$ cat config.mk
export PLATFORM = sky130hd
export DESIGN_NAME = running_median_of_five
export DESIGN_NICKNAME = d
export VERILOG_FILES = /design/src/rmo5_pkg.sv /design/src/rmo5_window.sv /design/src/rmo5_rank.sv /design/src/running_median_of_five.sv
export VERILOG_INCLUDE_DIRS = /design/src /design/src/src
export SDC_FILE = /design/constraint.sdc
export NUM_CORES = 1
export LEC_CHECK = 0
export BUFFER_PORTS_ARGS = -buffer_cell sky130_fd_sc_hd__buf_4
export CORE_MARGIN = 2
export CORE_UTILIZATION = 30
export CTS_BUF_LIST = sky130_fd_sc_hd__clkbuf_4
export DETAILED_ROUTE_END_ITERATION = 10
export GPL_TIMING_DRIVEN = 1
export PLACE_DENSITY = 0.5
export SYNTH_ARGS = -nofsm -noshare
export SYNTH_HDL_FRONTEND = slang
export SYNTH_SLANG_ARGS = --single-unit
export TNS_END_PERCENT = 20
$ cat constraint.sdc
create_clock -name clock -period 8.46 [get_ports clock]
set_input_delay 0.846 -clock clock [delete_from_list [all_inputs] [get_ports clock]]
set_output_delay 0.846 -clock clock [all_outputs]
set_load 0.02 [all_outputs]
$ cat src/running_median_of_five_macros.svh
// ----------------------------------------------------------------------------
// running median assertion macros
// concurrent checks that can be compiled out with NO_ASSERTIONS
// ----------------------------------------------------------------------------
`ifndef RUNNING_MEDIAN_OF_FIVE_MACROS_SVH
`define RUNNING_MEDIAN_OF_FIVE_MACROS_SVH

`ifndef NO_ASSERTIONS

// antecedent implies consequent in the same cycle
`define RMO5_ASSERT_SAME(label, clk, rst, ante, cons) \
   label: assert property (@(posedge clk) disable iff (rst) (ante) |-> (cons)) \
      else $error("running median check failed");

// antecedent implies consequent in the next cycle
`define RMO5_ASSERT_NEXT(label, clk, rst, ante, cons) \
   label: assert property (@(posedge clk) disable iff (rst) (ante) |=> (cons)) \
      else $error("running median check failed");

`else

`define RMO5_ASSERT_SAME(label, clk, rst, ante, cons)
`define RMO5_ASSERT_NEXT(label, clk, rst, ante, cons)

`endif

`endif

$ cat src/rmo5_pkg.sv
// ----------------------------------------------------------------------------
// rmo5_pkg
// shared constants and types of the running median block
// ----------------------------------------------------------------------------
`default_nettype none

package rmo5_pkg;

   // window geometry
   localparam int WINDOW = 5;
   localparam int IDX_W  = (WINDOW > 1) ? $clog2(WINDOW) : 1;
   localparam int CNT_W  = $clog2(WINDOW + 1);

   // field widths
   localparam int SAMPLE_W = 16;
   localparam int IN_W     = 32;
   localparam int MEDIAN_W = 17;
   localparam int COUNT_W  = 3;

   // constants
   localparam logic [SAMPLE_W-1:0] VALID_RESET  = 16'd60000;
   localparam logic [SAMPLE_W-1:0] CLAMP_TOP    = 16'hFFFF;
   localparam logic [MEDIAN_W-1:0] MEDIAN_EMPTY = '1;

   // commands
   localparam logic CMD_PUSH  = 1'b0;
   localparam logic CMD_CLEAR = 1'b1;

   // sequencer to rank unit control
   typedef struct packed {
      logic load_cand;
      logic step;
   } rank_ctl_type;

endpackage

`default_nettype wire

$ cat src/rmo5_window.sv
// ----------------------------------------------------------------------------
// rmo5_window
// circular sample store, one write port and one registered read port
// ----------------------------------------------------------------------------
`default_nettype none

module rmo5_window
   import rmo5_pkg::*;
(
   input  wire logic                clock,
   input  wire logic                wr_en,
   input  wire logic [IDX_W-1:0]    wr_addr,
   input  wire logic [SAMPLE_W-1:0] wr_data,
   input  wire logic [IDX_W-1:0]    rd_addr,
   output logic      [SAMPLE_W-1:0] rd_data
);

   logic [SAMPLE_W-1:0] mem [WINDOW];
   logic [SAMPLE_W-1:0] rd_data_ff;

   // write port
   always_ff @(posedge clock) begin
      if (wr_en) begin
         mem[wr_addr] <= wr_data;
      end
   end

   // registered read port
   always_ff @(posedge clock) begin
      rd_data_ff <= mem[rd_addr];
   end

   assign rd_data = rd_data_ff;

endmodule

`default_nettype wire

$ cat src/rmo5_rank.sv
// ----------------------------------------------------------------------------
// rmo5_rank
// shared comparator and rank counter for one candidate entry
// ----------------------------------------------------------------------------
`default_nettype none

module rmo5_rank
   import rmo5_pkg::*;
(
   input  wire logic                clock,
   input  wire rank_ctl_type        ctl,
   input  wire logic [SAMPLE_W-1:0] rd_data,
   input  wire logic [IDX_W-1:0]    cand_idx,
   input  wire logic [IDX_W-1:0]    cmp_idx,
   output logic      [SAMPLE_W-1:0] cand,
   output logic      [CNT_W-1:0]    rank_next
);

   logic [SAMPLE_W-1:0] cand_ff;
   logic [CNT_W-1:0]    rank_ff;
   logic                ahead;

   // entry sorts ahead of the candidate; ties broken by slot so ranks are unique
   assign ahead = (rd_data < cand_ff) || ((rd_data == cand_ff) && (cmp_idx < cand_idx));

   assign rank_next = rank_ff + CNT_W'(ahead);

   // candidate and running rank
   always_ff @(posedge clock) begin
      if (ctl.load_cand) begin
         cand_ff <= rd_data;
         rank_ff <= '0;
      end else if (ctl.step) begin
         rank_ff <= rank_next;
      end
   end

   assign cand = cand_ff;

endmodule

`default_nettype wire

$ cat src/running_median_of_five.sv
// ----------------------------------------------------------------------------
// running_median_of_five
// running median over the most recent samples with a shared comparator
// ----------------------------------------------------------------------------
// Every request item gives one response item with the current median, count
// and whether its sample was taken. A clear, or a sample above the threshold
// in csr_max_valid_sample, skips the median search. A taken sample is written
// to the window and the median is found by ranking the n held entries one at
// a time against all others on a single comparator, fed by a store with one
// registered read port. The request side is busy during that walk; a finished
// response waits in its output register while the next request is taken.
`default_nettype none

`include "running_median_of_five_macros.svh"

module running_median_of_five
   import rmo5_pkg::*;
(
   input  wire logic                clock,
   input  wire logic                reset,
   // request channel
   input  wire logic                req_valid,
   output logic                     req_ready,
   input  wire logic                req_cmd,
   input  wire logic [IN_W-1:0]     req_sample_value,
   // response channel
   output logic                     rsp_valid,
   input  wire logic                rsp_ready,
   output logic signed [MEDIAN_W-1:0] rsp_median_value,
   output logic      [COUNT_W-1:0]  rsp_sample_count,
   output logic                     rsp_sample_taken,
   // configuration
   input  wire logic                csr_valid,
   output logic                     csr_ready,
   input  wire logic [SAMPLE_W-1:0] csr_max_valid_sample
);

   localparam logic [2:0] ST_IDLE = 3'd0;
   localparam logic [2:0] ST_RDC  = 3'd1;
   localparam logic [2:0] ST_CAPC = 3'd2;
   localparam logic [2:0] ST_CMP  = 3'd3;
   localparam logic [2:0] ST_DONE = 3'd4;

   logic [2:0]          state_ff,    state_in;
   logic [IDX_W-1:0]    slot_ff,     slot_in;
   logic [CNT_W-1:0]    count_ff,    count_in;
   logic [MEDIAN_W-1:0] median_ff,   median_in;
   logic                taken_ff,    taken_in;
   logic [IDX_W-1:0]    cand_idx_ff, cand_idx_in;
   logic [IDX_W-1:0]    cmp_idx_ff,  cmp_idx_in;
   logic                rsp_valid_ff, rsp_valid_in;
   logic [MEDIAN_W-1:0] rsp_median_ff, rsp_median_in;
   logic [COUNT_W-1:0]  rsp_count_ff,  rsp_count_in;
   logic                rsp_taken_ff,  rsp_taken_in;
   logic [SAMPLE_W-1:0] max_valid_ff;

   logic                req_fire;
   logic                sample_ok;
   logic [SAMPLE_W-1:0] sample_clamped;
   logic                wr_en;
   logic [IDX_W-1:0]    rd_addr;
   logic [SAMPLE_W-1:0] rd_data;
   logic [SAMPLE_W-1:0] cand;
   logic [CNT_W-1:0]    rank_next;
   logic                cmp_last;
   logic                out_free;
   rank_ctl_type        rank_ctl;

   // handshakes
   assign req_ready = (state_ff == ST_IDLE);
   assign req_fire  = req_valid && req_ready;
   assign csr_ready = 1'b1;
   assign out_free  = !rsp_valid_ff || rsp_ready;

   // threshold test and clamp
   assign sample_ok      = (req_sample_value <= IN_W'(max_valid_ff));
   assign sample_clamped = (req_sample_value[IN_W-1:SAMPLE_W] != '0) ? CLAMP_TOP
                                                                      : req_sample_value[SAMPLE_W-1:0];

   // last compare of the current candidate
   assign cmp_last = (cmp_idx_ff == IDX_W'(count_ff - CNT_W'(1)));

   rmo5_window u_window (
      .clock   (clock),
      .wr_en   (wr_en),
      .wr_addr (slot_ff),
      .wr_data (sample_clamped),
      .rd_addr (rd_addr),
      .rd_data (rd_data)
   );

   rmo5_rank u_rank (
      .clock     (clock),
      .ctl       (rank_ctl),
      .rd_data   (rd_data),
      .cand_idx  (cand_idx_ff),
      .cmp_idx   (cmp_idx_ff),
      .cand      (cand),
      .rank_next (rank_next)
   );

   // sequencer
   always_comb begin
      state_in      = state_ff;
      slot_in       = slot_ff;
      count_in      = count_ff;
      median_in     = median_ff;
      taken_in      = taken_ff;
      cand_idx_in   = cand_idx_ff;
      cmp_idx_in    = cmp_idx_ff;
      rsp_valid_in  = rsp_valid_ff && !rsp_ready;
      rsp_median_in = rsp_median_ff;
      rsp_count_in  = rsp_count_ff;
      rsp_taken_in  = rsp_taken_ff;
      wr_en         = 1'b0;
      rd_addr       = '0;
      rank_ctl      = '0;
      unique case (state_ff)
         ST_IDLE: begin
            if (req_fire) begin
               if (req_cmd == CMD_CLEAR) begin
                  slot_in   = '0;
                  count_in  = '0;
                  median_in = MEDIAN_EMPTY;
                  taken_in  = 1'b0;
                  state_in  = ST_DONE;
               end else if (sample_ok) begin
                  wr_en       = 1'b1;
                  slot_in     = (slot_ff == IDX_W'(WINDOW - 1)) ? '0 : slot_ff + IDX_W'(1);
                  count_in    = (count_ff == CNT_W'(WINDOW)) ? count_ff : count_ff + CNT_W'(1);
                  taken_in    = 1'b1;
                  cand_idx_in = '0;
                  state_in    = ST_RDC;
               end else begin
                  taken_in = 1'b0;
                  state_in = ST_DONE;
               end
            end
         end
         ST_RDC: begin
            rd_addr  = cand_idx_ff;
            state_in = ST_CAPC;
         end
         ST_CAPC: begin
            rank_ctl.load_cand = 1'b1;
            rd_addr            = '0;
            cmp_idx_in         = '0;
            state_in           = ST_CMP;
         end
         ST_CMP: begin
            rank_ctl.step = 1'b1;
            if (cmp_last) begin
               if (rank_next == (count_ff >> 1)) begin
                  median_in = {1'b0, cand};
                  state_in  = ST_DONE;
               end else begin
                  cand_idx_in = cand_idx_ff + IDX_W'(1);
                  state_in    = ST_RDC;
               end
            end else begin
               cmp_idx_in = cmp_idx_ff + IDX_W'(1);
               rd_addr    = cmp_idx_ff + IDX_W'(1);
            end
         end
         ST_DONE: begin
            if (out_free) begin
               rsp_valid_in  = 1'b1;
               rsp_median_in = median_ff;
               rsp_count_in  = COUNT_W'(count_ff);
               rsp_taken_in  = taken_ff;
               state_in      = ST_IDLE;
            end
         end
         default: begin
            state_in = ST_IDLE;
         end
      endcase
   end

   // control registers
   always_ff @(posedge clock) begin
      if (reset) begin
         state_ff     <= ST_IDLE;
         slot_ff      <= '0;
         count_ff     <= '0;
         median_ff    <= MEDIAN_EMPTY;
         taken_ff     <= 1'b0;
         rsp_valid_ff <= 1'b0;
         max_valid_ff <= VALID_RESET;
      end else begin
         state_ff     <= state_in;
         slot_ff      <= slot_in;
         count_ff     <= count_in;
         median_ff    <= median_in;
         taken_ff     <= taken_in;
         rsp_valid_ff <= rsp_valid_in;
         if (csr_valid && csr_ready) begin
            max_valid_ff <= csr_max_valid_sample;
         end
      end
   end

   // walk indices and response payload
   always_ff @(posedge clock) begin
      cand_idx_ff   <= cand_idx_in;
      cmp_idx_ff    <= cmp_idx_in;
      rsp_median_ff <= rsp_median_in;
      rsp_count_ff  <= rsp_count_in;
      rsp_taken_ff  <= rsp_taken_in;
   end

   assign rsp_valid        = rsp_valid_ff;
   assign rsp_median_value = $signed(rsp_median_ff);
   assign rsp_sample_count = rsp_count_ff;
   assign rsp_sample_taken = rsp_taken_ff;

   // checks
   `RMO5_ASSERT_NEXT(a_busy_after_req, clock, reset, req_fire, !req_ready)
   `RMO5_ASSERT_SAME(a_empty_median, clock, reset, rsp_valid && (rsp_sample_count == '0), rsp_median_ff == MEDIAN_EMPTY)
   `RMO5_ASSERT_SAME(a_taken_has_count, clock, reset, rsp_valid && rsp_sample_taken, rsp_sample_count != '0)
   `RMO5_ASSERT_SAME(a_count_bound, clock, reset, 1'b1, count_ff <= CNT_W'(WINDOW))

endmodule

`default_nettype wire

# [After elaboration in Yosys (flattened, before gate mapping)]
# Memory sizes are Yosys's and may differ from the RTL's. A register that Yosys moved wholly into a read port is not among the register bits.
# Cells that the tools add are included.
[word_totals] regBits=90 ram_bits=80 inputBits=54 mem_count=1
[classes] addsub=6 magnitude_cmp=3 n_eq_ne=19 mux=39 reduce_logical=20
[mem_list] memory="u_window.mem" words=5 word_bits=16 read_ports=1 rd_ports_with_merged_regs=1 write_ports=1 line_no="rmo5_window.sv:18" rtl="logic [SAMPLE_W-1:0] mem [WINDOW];"
[ops] cell="$mux W17" count=4
[ops] cell="$mux W3" count=19
[ops] cell="$pmux W17 S2" count=1
[ops] cell="$le A32 B16 Y1" count=1
[ops] cell="$pmux W3 S2" count=3
[ops] cell="$eq A16 B16 Y1" count=1
[ops] cell="$lt A16 B16 Y1" count=1
[ops] cell="$mux W16" count=1
[ops] cell="$reduce_bool A16 Y1" count=1
[ops] cell="$pmux W3 S5" count=1
[ops] cell="$ne A2 B2 Y1 const B" count=7
[ops] cell="$add A3 B1 Y3 const B" count=4
[ops] cell="$mux W1" count=10
[ops] cell="$eq A3 B3 Y1 const B" count=3
[ops] cell="$eq A3 B2 Y1 const B" count=2
[ops] cell="$ne A2 B1 Y1 const B" count=3
[ops] cell="$reduce_and A2 Y1" count=3
[ops] cell="$reduce_and A3 Y1" count=2
[ops] cell="$reduce_and A6 Y1" count=1
[ops] cell="$reduce_bool A2 Y1" count=3
[ops] cell="$reduce_and A5 Y1" count=1
[ops] cell="$reduce_and A4 Y1" count=1
[ops] cell="$add A3 B1 Y3" count=1
[ops] cell="$eq A3 B1 Y1 const B" count=1
[ops] cell="8 further kinds" count=12

# [Depth between registers and ports, before layout]
# Gate-level depths: netlist (run 1).
[depth] word_depth=8 depth_mapped=19 depth_no_buf=18

# [Cells and area by module]
# A second synthesis (run 1) with hierarchy kept.
[unflattened] hier_cells=611 area_unflattened_um2=7958.9
[modules_own_cells] module="rmo5_window" n_inst=1 cells_each=196 area_per_inst_um2=3495.9 seq_area_each_um2=2722.6
[modules_own_cells] module="running_median_of_five" n_inst=1 cells_each=322 area_per_inst_um2=3375.7 seq_area_each_um2=1691.6
[modules_own_cells] module="rmo5_rank" n_inst=1 cells_each=93 area_per_inst_um2=1087.3 seq_area_each_um2=540.5

# [Least setup slack after synthesis (run 1)]
# OpenSTA, ideal clock, no wires.
[synth_timing] path_type="input port to flip-flop" startpoint="input req_sample_value[15]" endpoint="memory u_window.mem[0][0] (enable)" arrival_time_ns=4.237 slack_ns=3.793 path_stages=8 n_path_buf=1 cell_sequence="ha_1 -> nand4_1 -> or4_1 -> or2_0 -> o32a_1 -> or3_1 -> buf_6 -> nor4_1"
[synth_between] elab_chain_len=7
[synth_rtl] item="start, declared" line_no="running_median_of_five.sv:25" rtl="input wire logic [IN_W-1:0] req_sample_value,"
[synth_rtl] item="$le A32 B16 Y1" line_no="running_median_of_five.sv:76" rtl="assign sample_ok = (req_sample_value <= IN_W'(max_valid_ff));"
[synth_rtl] item="$mux W1" line_no="running_median_of_five.sv:127" rtl="end else if (sample_ok) begin"
[synth_rtl] item="$mux W1" line_no="running_median_of_five.sv:121" rtl="if (req_cmd == CMD_CLEAR) begin"
[synth_rtl] item="$mux W1" line_no="running_median_of_five.sv:120" rtl="if (req_fire) begin"
[synth_rtl] item="$mux W1" line_no="running_median_of_five.sv:118" rtl="unique case (state_ff)"
[synth_rtl] item="$mux W1" line_no="rmo5_window.sv:23" rtl="if (wr_en) begin"
[synth_rtl] item="$mux W1 (implied by the code)" line_no="rmo5_window.sv:24" rtl="mem[wr_addr] <= wr_data;"
[synth_rtl] item="end, declared" line_no="rmo5_window.sv:18"
# No other way between the ends.

# [Worst setup path in the final report (run 1)]
[layout_timing] startpoint="register u_rank.cand_ff[1] (netlist: u_rank.cand[1])" endpoint="register median_ff[4]"
[layout_between] elab_chain_len=7 word_cells_on_any_way=8
[layout_rtl] item="start, declared" line_no="rmo5_rank.sv:19" rtl="logic [SAMPLE_W-1:0] cand_ff;"
[layout_rtl] item="start signal, assigned" line_no="rmo5_rank.sv:31" rtl="cand_ff <= rd_data;"
[layout_rtl] item="branches (longest 2 deep; another with $lt A16 B16 Y1)"
[layout_rtl] item="$logic_or A1 B1 Y1 *" line_no="rmo5_rank.sv:24" rtl="assign ahead = (rd_data < cand_ff) || ((rd_data == cand_ff) && (cmp_idx < cand_idx));"
[layout_rtl] item="$add A3 B1 Y3 *" line_no="rmo5_rank.sv:26" rtl="assign rank_next = rank_ff + CNT_W'(ahead);"
[layout_rtl] item="named net rank_next[1]" line_no="running_median_of_five.sv:64" rtl="logic [CNT_W-1:0] rank_next;"
[layout_rtl] item="$eq A3 B2 Y1 *" line_no="running_median_of_five.sv:153" rtl="if (rank_next == (count_ff >> 1)) begin"
[layout_rtl] item="$ne A2 B2 Y1 (no source line) *"
[layout_rtl] item="$reduce_and A5 Y1 (no source line) *"
[layout_rtl] item="end signal, assigned" line_no="running_median_of_five.sv:194" rtl="median_ff <= median_in;"
[layout_rtl] item="end, declared" line_no="running_median_of_five.sv:47" rtl="logic [MEDIAN_W-1:0] median_ff, median_in;"
# Mark *: on every way through the listed nets, which the timed path passes.
# A chain may end at the register's enable or synchronous reset.

==> results of run 1 <==
[cells in the mapped netlist (2+ instances only)]
| cell | count |
|---|---|
| a211o_1 | 2 |
| a21o_1 | 6 |
| a21oi_1 | 28 |
| a221oi_1 | 11 |
| and2_1 | 3 |
| and3_1 | 4 |
| buf_1 | 2 |
| buf_2 | 2 |
| clkbuf_1 | 18 |
| dfxtp_1 | 63 |
| edfxtp_1 | 123 |
| ha_1 | 43 |
| inv_1 | 54 |
| mux2_2 | 16 |
| mux2i_1 | 36 |
| nand2_1 | 41 |
| nand2b_1 | 8 |
| nand3_1 | 6 |
| nand4_1 | 9 |
| nor2_1 | 34 |
| nor2b_1 | 8 |
| nor3_1 | 18 |
| nor4_1 | 10 |
| o211ai_1 | 9 |
| o21a_1 | 2 |
| o21ai_0 | 17 |
| o31a_1 | 2 |
| o32ai_1 | 3 |
| or2_2 | 16 |
| or3_1 | 2 |
| xnor2_1 | 7 |
[state kept, by name, indices dropped and copies added (netlist names), 16 cells and up]
name / count
u_window.mem: 80
median_ff: 17
rsp_median_value: 17
max_valid_ff: 16
u_rank.cand: 16
u_window.rd_data: 16
[through the flow]
stage / utilization / cells
detailed placement: 0.342 / 1020
global route: 0.352 / 1052
finish: 0.352 / 1052
global placement: 0.342 / 1020
CTS: 0.352 / 1052
floorplan: - / 626
[worst min path at each step]
stage | depth (start not counted) | to | from | slack, ns
after floorplan | 0 | rsp_median_value[0] | median_ff[0] | 0.41
after global placement | 0 | rsp_median_value[16] | median_ff[16] | 0.42
after detailed placement | 0 | rsp_median_value[10] | median_ff[10] | 0.42
after CTS | 3 | max_valid_ff[11] | csr_max_valid_sample[11] | 0.44
after global routing | 3 | max_valid_ff[6] | csr_max_valid_sample[6] | 0.43
final | 0 | rsp_median_value[8] | median_ff[8] | 0.46
[critical path, stage by stage, from the launching register on]
cell and delay [ns]:
edfxtp_1 0.42, inv_1 0.07, ha_1 0.23, nor2b_1 0.13
o21a_1 0.16, o21a_1 0.16, o211ai_1 0.17, a21oi_1 0.10
a211o_1 0.27, a31oi_1 0.24, ha_1 0.19, ha_1 0.25
xnor2_1 0.17, nand3_1 0.14, nor2_1 0.11, a22oi_1 0.09
nor2_2 0.81, mux2i_1 0.28, nand2_1 0.07
[per-layer routing]
| metal | vias to the layer above | wire length, um | track usage | share of wire |
|---|---|---|---|---|
| met3 | 15 | 724 | 0.0279 | 0.045 |
| met1 | 2287 | 7610 | 0.158 | 0.48 |
| met2 | 122 | 7470 | 0.193 | 0.47 |
| met4 | 0 | 204 | 0.0382 | 0.013 |
| met5 | - | 0 | 0 | 0 |
| li1 | 2415 | - | - | - |
[layout make-up]
type,count,area [um2]
clock buffers,17,128
flip-flops and latches,186,4950
fillers,2496,16800
inverters,54,203
clock inverters,15,144
multi-input cells,362,2650
repair buffers,83,623
well taps,335,419
[cell families after synthesis]
family	count (synthesis)	share of synthesized area
AOI/OAI and AO/OA	90	0.0761
other	1	0.000476
and+or+nand+nor	167	0.107
xor gates and xnor gates	9	0.0119
DFF	186	0.629
buffers and inverters	78	0.0389
muxes	52	0.0686
adders and majority gates	43	0.0683
[power by group]
part           leakage, uW  switching (uW)  internal (uW)
Combinational      0.00165            56.2           47.8
Sequential         0.00184            8.45            977
Clock             0.000154             335            136
Total              0.00365             399           1160
==> impl_metrics.py, run 1 <==
metrics = {
    "worst_setup_path": {
        "cp.required_ns": 8.89,
        "cp-start-kind": "register",
        "r2r_end": "median_ff[4]",
        "ff2ff_path_depth": 18,
        "end_kind": "register",
        "critPathMaxFanout": 17,
        "crit_arrival_ns": 4.63,
        "crit_path_end": "median_ff[4]",
        "critPathLaunch": "u_rank.cand[1]",
        "criticalPathCategory": "register to register",
        "reg2reg_from": "u_rank.cand[1]",
        "reg2reg_slack_ns": 4.26,
    },
    "synthesis": {
        "synth-edff-count": 123,
        "synth_warnings": 0,
        "synthTopCellsByArea": "edfxtp_1, dfxtp_1, ha_1, mux2i_1, inv_1",
        "synthFlopType": "edfxtp_1",
        "synth_fp_nets": 723,
        "yosys.area.top_type": "edfxtp_1",
        "synth-seq-cells": 186,
        "netlist_instances": 626,
        "ys_async_sr_fraction": 0,
        "synth_top_area_frac": 0.469,
        "syn_avg_cell_area_um2": 12.6,
        "yosysSeqAreaShare": 0.629,
        "yosysUniqueCellTypes": 54,
        "netlist_area_um2": 7880,
    },
    "power_and_ir_drop": {
        "ir_drop_uv": 94.7,
        "leakage_uw": 0.00365,
        "power.density_nw_per_um2": 171,
        "finalPower_uw": 1560,
    },
    "sta": {
        "timing.final.crit_share": 0.497,
        "setup_tns_ns": 0,
        "finalSetupViolations": 0,
        "rsz0062_at_grt": "no",
        "drv_slew": 0,
        "finClkSkew_ns": 0.0281,
        "setup_ws_ns": 4.26,
        "tightest_slew_ns": 1.15,
        "hold_viol": 0,
        "slew_headroom": 0.228,
        "max_freq_mhz": 238,
        "finalCriticalPeriod_ns": 4.20,
        "whs_ns": 0.456,
    },
    "clock_network": {
        "clkTransAtPathRegs_ns": 0.16,
        "cts_buffer_depth": 2,
        "cts-root-buf": "clkbuf_4",
        "clock-sinks": 186,
        "clk-insertion-delay-late_ns": 0.56,
        "htreeDepth": 4,
        "cts_tree": "yes",
        "ctsResizeCount": 0,
        "ctsHoldBuffers": 0,
        "post_cts.repair.setup_buffers": 0,
        "numCtsBuffers": 17,
    },
    "placed_design": {
        "postPlaceCellArea_um2": 8850,
        "io_buffers": 76,
        "place_ws_ns": 4.24,
        "hpwl_mm": 11.4,
        "gp_congestion": 0.804,
    },
    "job": {
        "cap_violations": 0,
    },
    "route": {
        "wl_per_cell_um": 15.2,
        "drt_wl_total_mm": 16.0,
        "final_antenna_net_count": 0,
        "drc": 0,
        "drt-initial-drc-count": 307,
        "vias": 4839,
        "avgViaCountPerCell": 4.60,
        "first_pass_iters": 4,
    },
    "layout": {
        "area_growth_pct": 15.8,
        "final_common_cell": "edfxtp_1",
        "finish.instance_area_um2": 9120,
        "nNetsFinal": 801,
        "drive_gt1_frac": 0.220,
        "diodes": 0,
        "final_cell_mix": "edfxtp_1, buf_4, dfxtp_1, inv_1, ha_1",
    },
    "die": {
        "coreArea_um2": 25900,
        "num_rows": 59,
        "die_w_um": 166,
        "dieArea_um2": 27600,
        "io_pins": 78,
        "start_util": 0.304,
        "die_y_um": 166,
    },
    "global_routing": {
        "grt_overflow": 0,
        "grt_pass1_wl_mm": 25.9,
        "grt_pass1_vias": 4935,
        "antenna_found_initial": 0,
        "grt_max_degree": 34,
        "grt_use_total": 0.119,
    },
    "worst_hold_path": {
        "hp-class": "register to register",
    },
    "outcome": {
        "outcome": "finished, final reports clean",
    },
}
No activity file was read; power rests on OpenSTA's default activity.
==> run 2, diff against run 1 <==
- clock period: 8.46 -> 4 ns (I/O delays scaled with it)
==> run 2 against run 1 <==
Effect of this change:
- clock power grew 120%
- sequential cell count is the same
- setup slack lost 3.8 ns
- critical endpoint is now median_ff[11]
- critical path depth grew 1
- design area grew 1.9%
- largest cell class unchanged
- die area is the same
- combinational power grew 120%
- count of clock-buffer cells in the layout is the same
==> impl_metrics.py, run 2 (same netlist as run 1, synthesis figures left out) <==
metrics = {
    "outcome": {
        "outcome": "finished, final reports clean",
    },
    "route": {
        "avgViaCountPerCell": 4.62,
        "met1_length_mm": 7.38,
        "wl_met3_um": 817,
        "first_pass_iters": 6,
        "drt_wl_total_mm": 16.3,
        "maxUsedRoutingLayer": "met4",
        "wl_per_cell_um": 15.3,
        "drt-initial-drc-count": 221,
        "vias": 4930,
        "final_antenna_net_count": 0,
        "drc": 0,
        "met2WireLength_mm": 7.98,
    },
    "layout": {
        "final_cell_mix": "edfxtp_1, buf_4, dfxtp_1, inv_1, ha_1",
        "fillers": 2520,
        "postLayoutCoreUtil": 0.359,
        "largest_register_ffs": 80,
        "multi_input_area_um2": 2650,
        "nNetsFinal": 816,
        "ff_latch_area_um2": 4950,
        "drive_gt1_frac": 0.221,
        "top_register": "u_window.mem",
        "final_common_cell": "edfxtp_1",
        "area_growth_pct": 18.0,
        "finish.instance_area_um2": 9300,
        "stdcell_count": 1068,
    },
    "die": {
        "start_util": 0.304,
        "io_pins": 78,
        "die_w_um": 166,
        "die_y_um": 166,
        "coreArea_um2": 25900,
        "num_rows": 59,
        "dieArea_um2": 27600,
    },
    "global_routing": {
        "grt_max_degree": 33,
        "antenna_found_initial": 1,
        "grt_use_total": 0.122,
        "grt_overflow": 0,
        "grt_pass1_vias": 5114,
        "grt_pass1_wl_mm": 26.7,
    },
    "sta": {
        "max_freq_mhz": 279,
        "slew_headroom": 0.281,
        "finClkSkew_ns": 0.0247,
        "drv_slew": 0,
        "setup_ws_ns": 0.411,
        "timing.final.crit_share": 0.897,
        "rsz0062_at_grt": "no",
        "tightest_slew_ns": 1.08,
        "finalSetupViolations": 0,
        "hold_viol": 0,
        "finalCriticalPeriod_ns": 3.59,
    },
    "job": {
        "cap_violations": 0,
    },
    "worst_setup_path": {
        "cp-start-kind": "register",
        "slowest_delay_ns": 0.43,
        "cp.required_ns": 4.48,
        "critPathMaxFanout": 17,
        "crit_arrival_ns": 4.07,
        "critPathLaunch": "u_rank.cand[1]",
        "crit_top_cell": "ha_1",
        "end_kind": "register",
        "timing.critical_path.cells": "inv_1, ha_1, nor2b_1, o21a_1, o21a_1, o211ai_1, a21oi_1, a211o_1, a31oi_1, ha_1, ha_1, xnor2_1, nand3_1, nor2_1, a22oi_1, nor2_2, buf_6, mux2i_1, nand2_1",
        "reg2reg_from": "u_rank.cand[1]",
        "crit_slowest_cell": "edfxtp_1",
        "criticalPathCategory": "register to register",
    },
    "placed_design": {
        "place_ws_ns": 0.318,
        "gp_congestion": 0.779,
        "postPlaceCellArea_um2": 8880,
        "hpwl_mm": 12.0,
        "dp.cells": 1024,
        "io_buffers": 76,
    },
    "clock_network": {
        "clock-sinks": 186,
        "clkTransAtPathRegs_ns": 0.18,
        "htreeDepth": 4,
        "numCtsBuffers": 17,
        "cts_tree": "yes",
        "cts-root-buf": "clkbuf_4",
        "cts_buffer_depth": 2,
        "clk-insertion-delay-late_ns": 0.57,
    },
    "power_and_ir_drop": {
        "leakage_uw": 0.00372,
        "power.density_nw_per_um2": 360,
        "ir_drop_uv": 175,
        "finalPower_uw": 3350,
    },
    "worst_hold_path": {
        "hp-class": "input port to register",
        "hp-start": "csr_max_valid_sample[13]",
    },
}
run 2: cell count changes in the layout (fill, tap and decap cells not counted), sizes merged:
cell / change
diode: +1
dlygate4sd3: +11
clkinv: +3
buf: +4
inv: -3
run 2: worst max-delay path: cells and delay by family, from the launching register on:
family / cells / cell delay [ns]
compound gates: 7 / 1.14
xor+xnor: 1 / 0.16
fa+ha+maj: 3 / 0.68
buf+inv: 2 / 0.30
flops: 1 / 0.43
mux: 1 / 0.21
simple gates: 5 / 0.58
run 2: final cells by class:
class,instances,area share
Sequential cell,186,0.533
Multi-Input combinational cell,362,0.285
Timing Repair Buffer,98,0.0825
Tap cell,335,0.0451
Inverter,54,0.0218
Clock inverter,15,0.0184
Clock buffer,17,0.0137
Antenna cell,1,0.000269
run 2: what timing repair did:
item                                    in CTS  in global routing
gates resized for setup                      0                  1
hold endpoints to repair                     8                  3
endpoints found under the setup margin       0                 15
setup buffers                                0                  0
hold buffers                                 8                  3
run 2: power by group:
part / internal [uW] / switching, uW
combinational: 111 / 122
clock: 297 / 738
sequential: 2070 / 17.3
total: 2470 / 877
run 2: metrics by stage:
stage / hold slack [ns] / TNS (ns)
final: 0.0590 / 0
after global routing: 0.00675 / 0
after CTS: 0.00217 / 0
after detailed placement: 0.422 / 0
after global placement: 0.418 / 0
after floorplan: 0.408 / -17.71
run 2: layer usage:
| metal | vias to the layer above | GRT usage |
|---|---|---|
| met5 | - | 0 |
| met4 | 0 | 0.0393 |
| met3 | 6 | 0.0298 |
| met2 | 119 | 0.205 |
| met1 | 2348 | 0.155 |
| li1 | 2457 | - |
run 2: path summary, 6_finish.rpt:
check	end	slack, ns	cells after the start
min	max_valid_ff[13]	0.06	3
max	median_ff[11]	0.41	19
max reg2reg	median_ff[11]	0.41	19
min reg2reg	u_rank.cand[6]	0.45	0
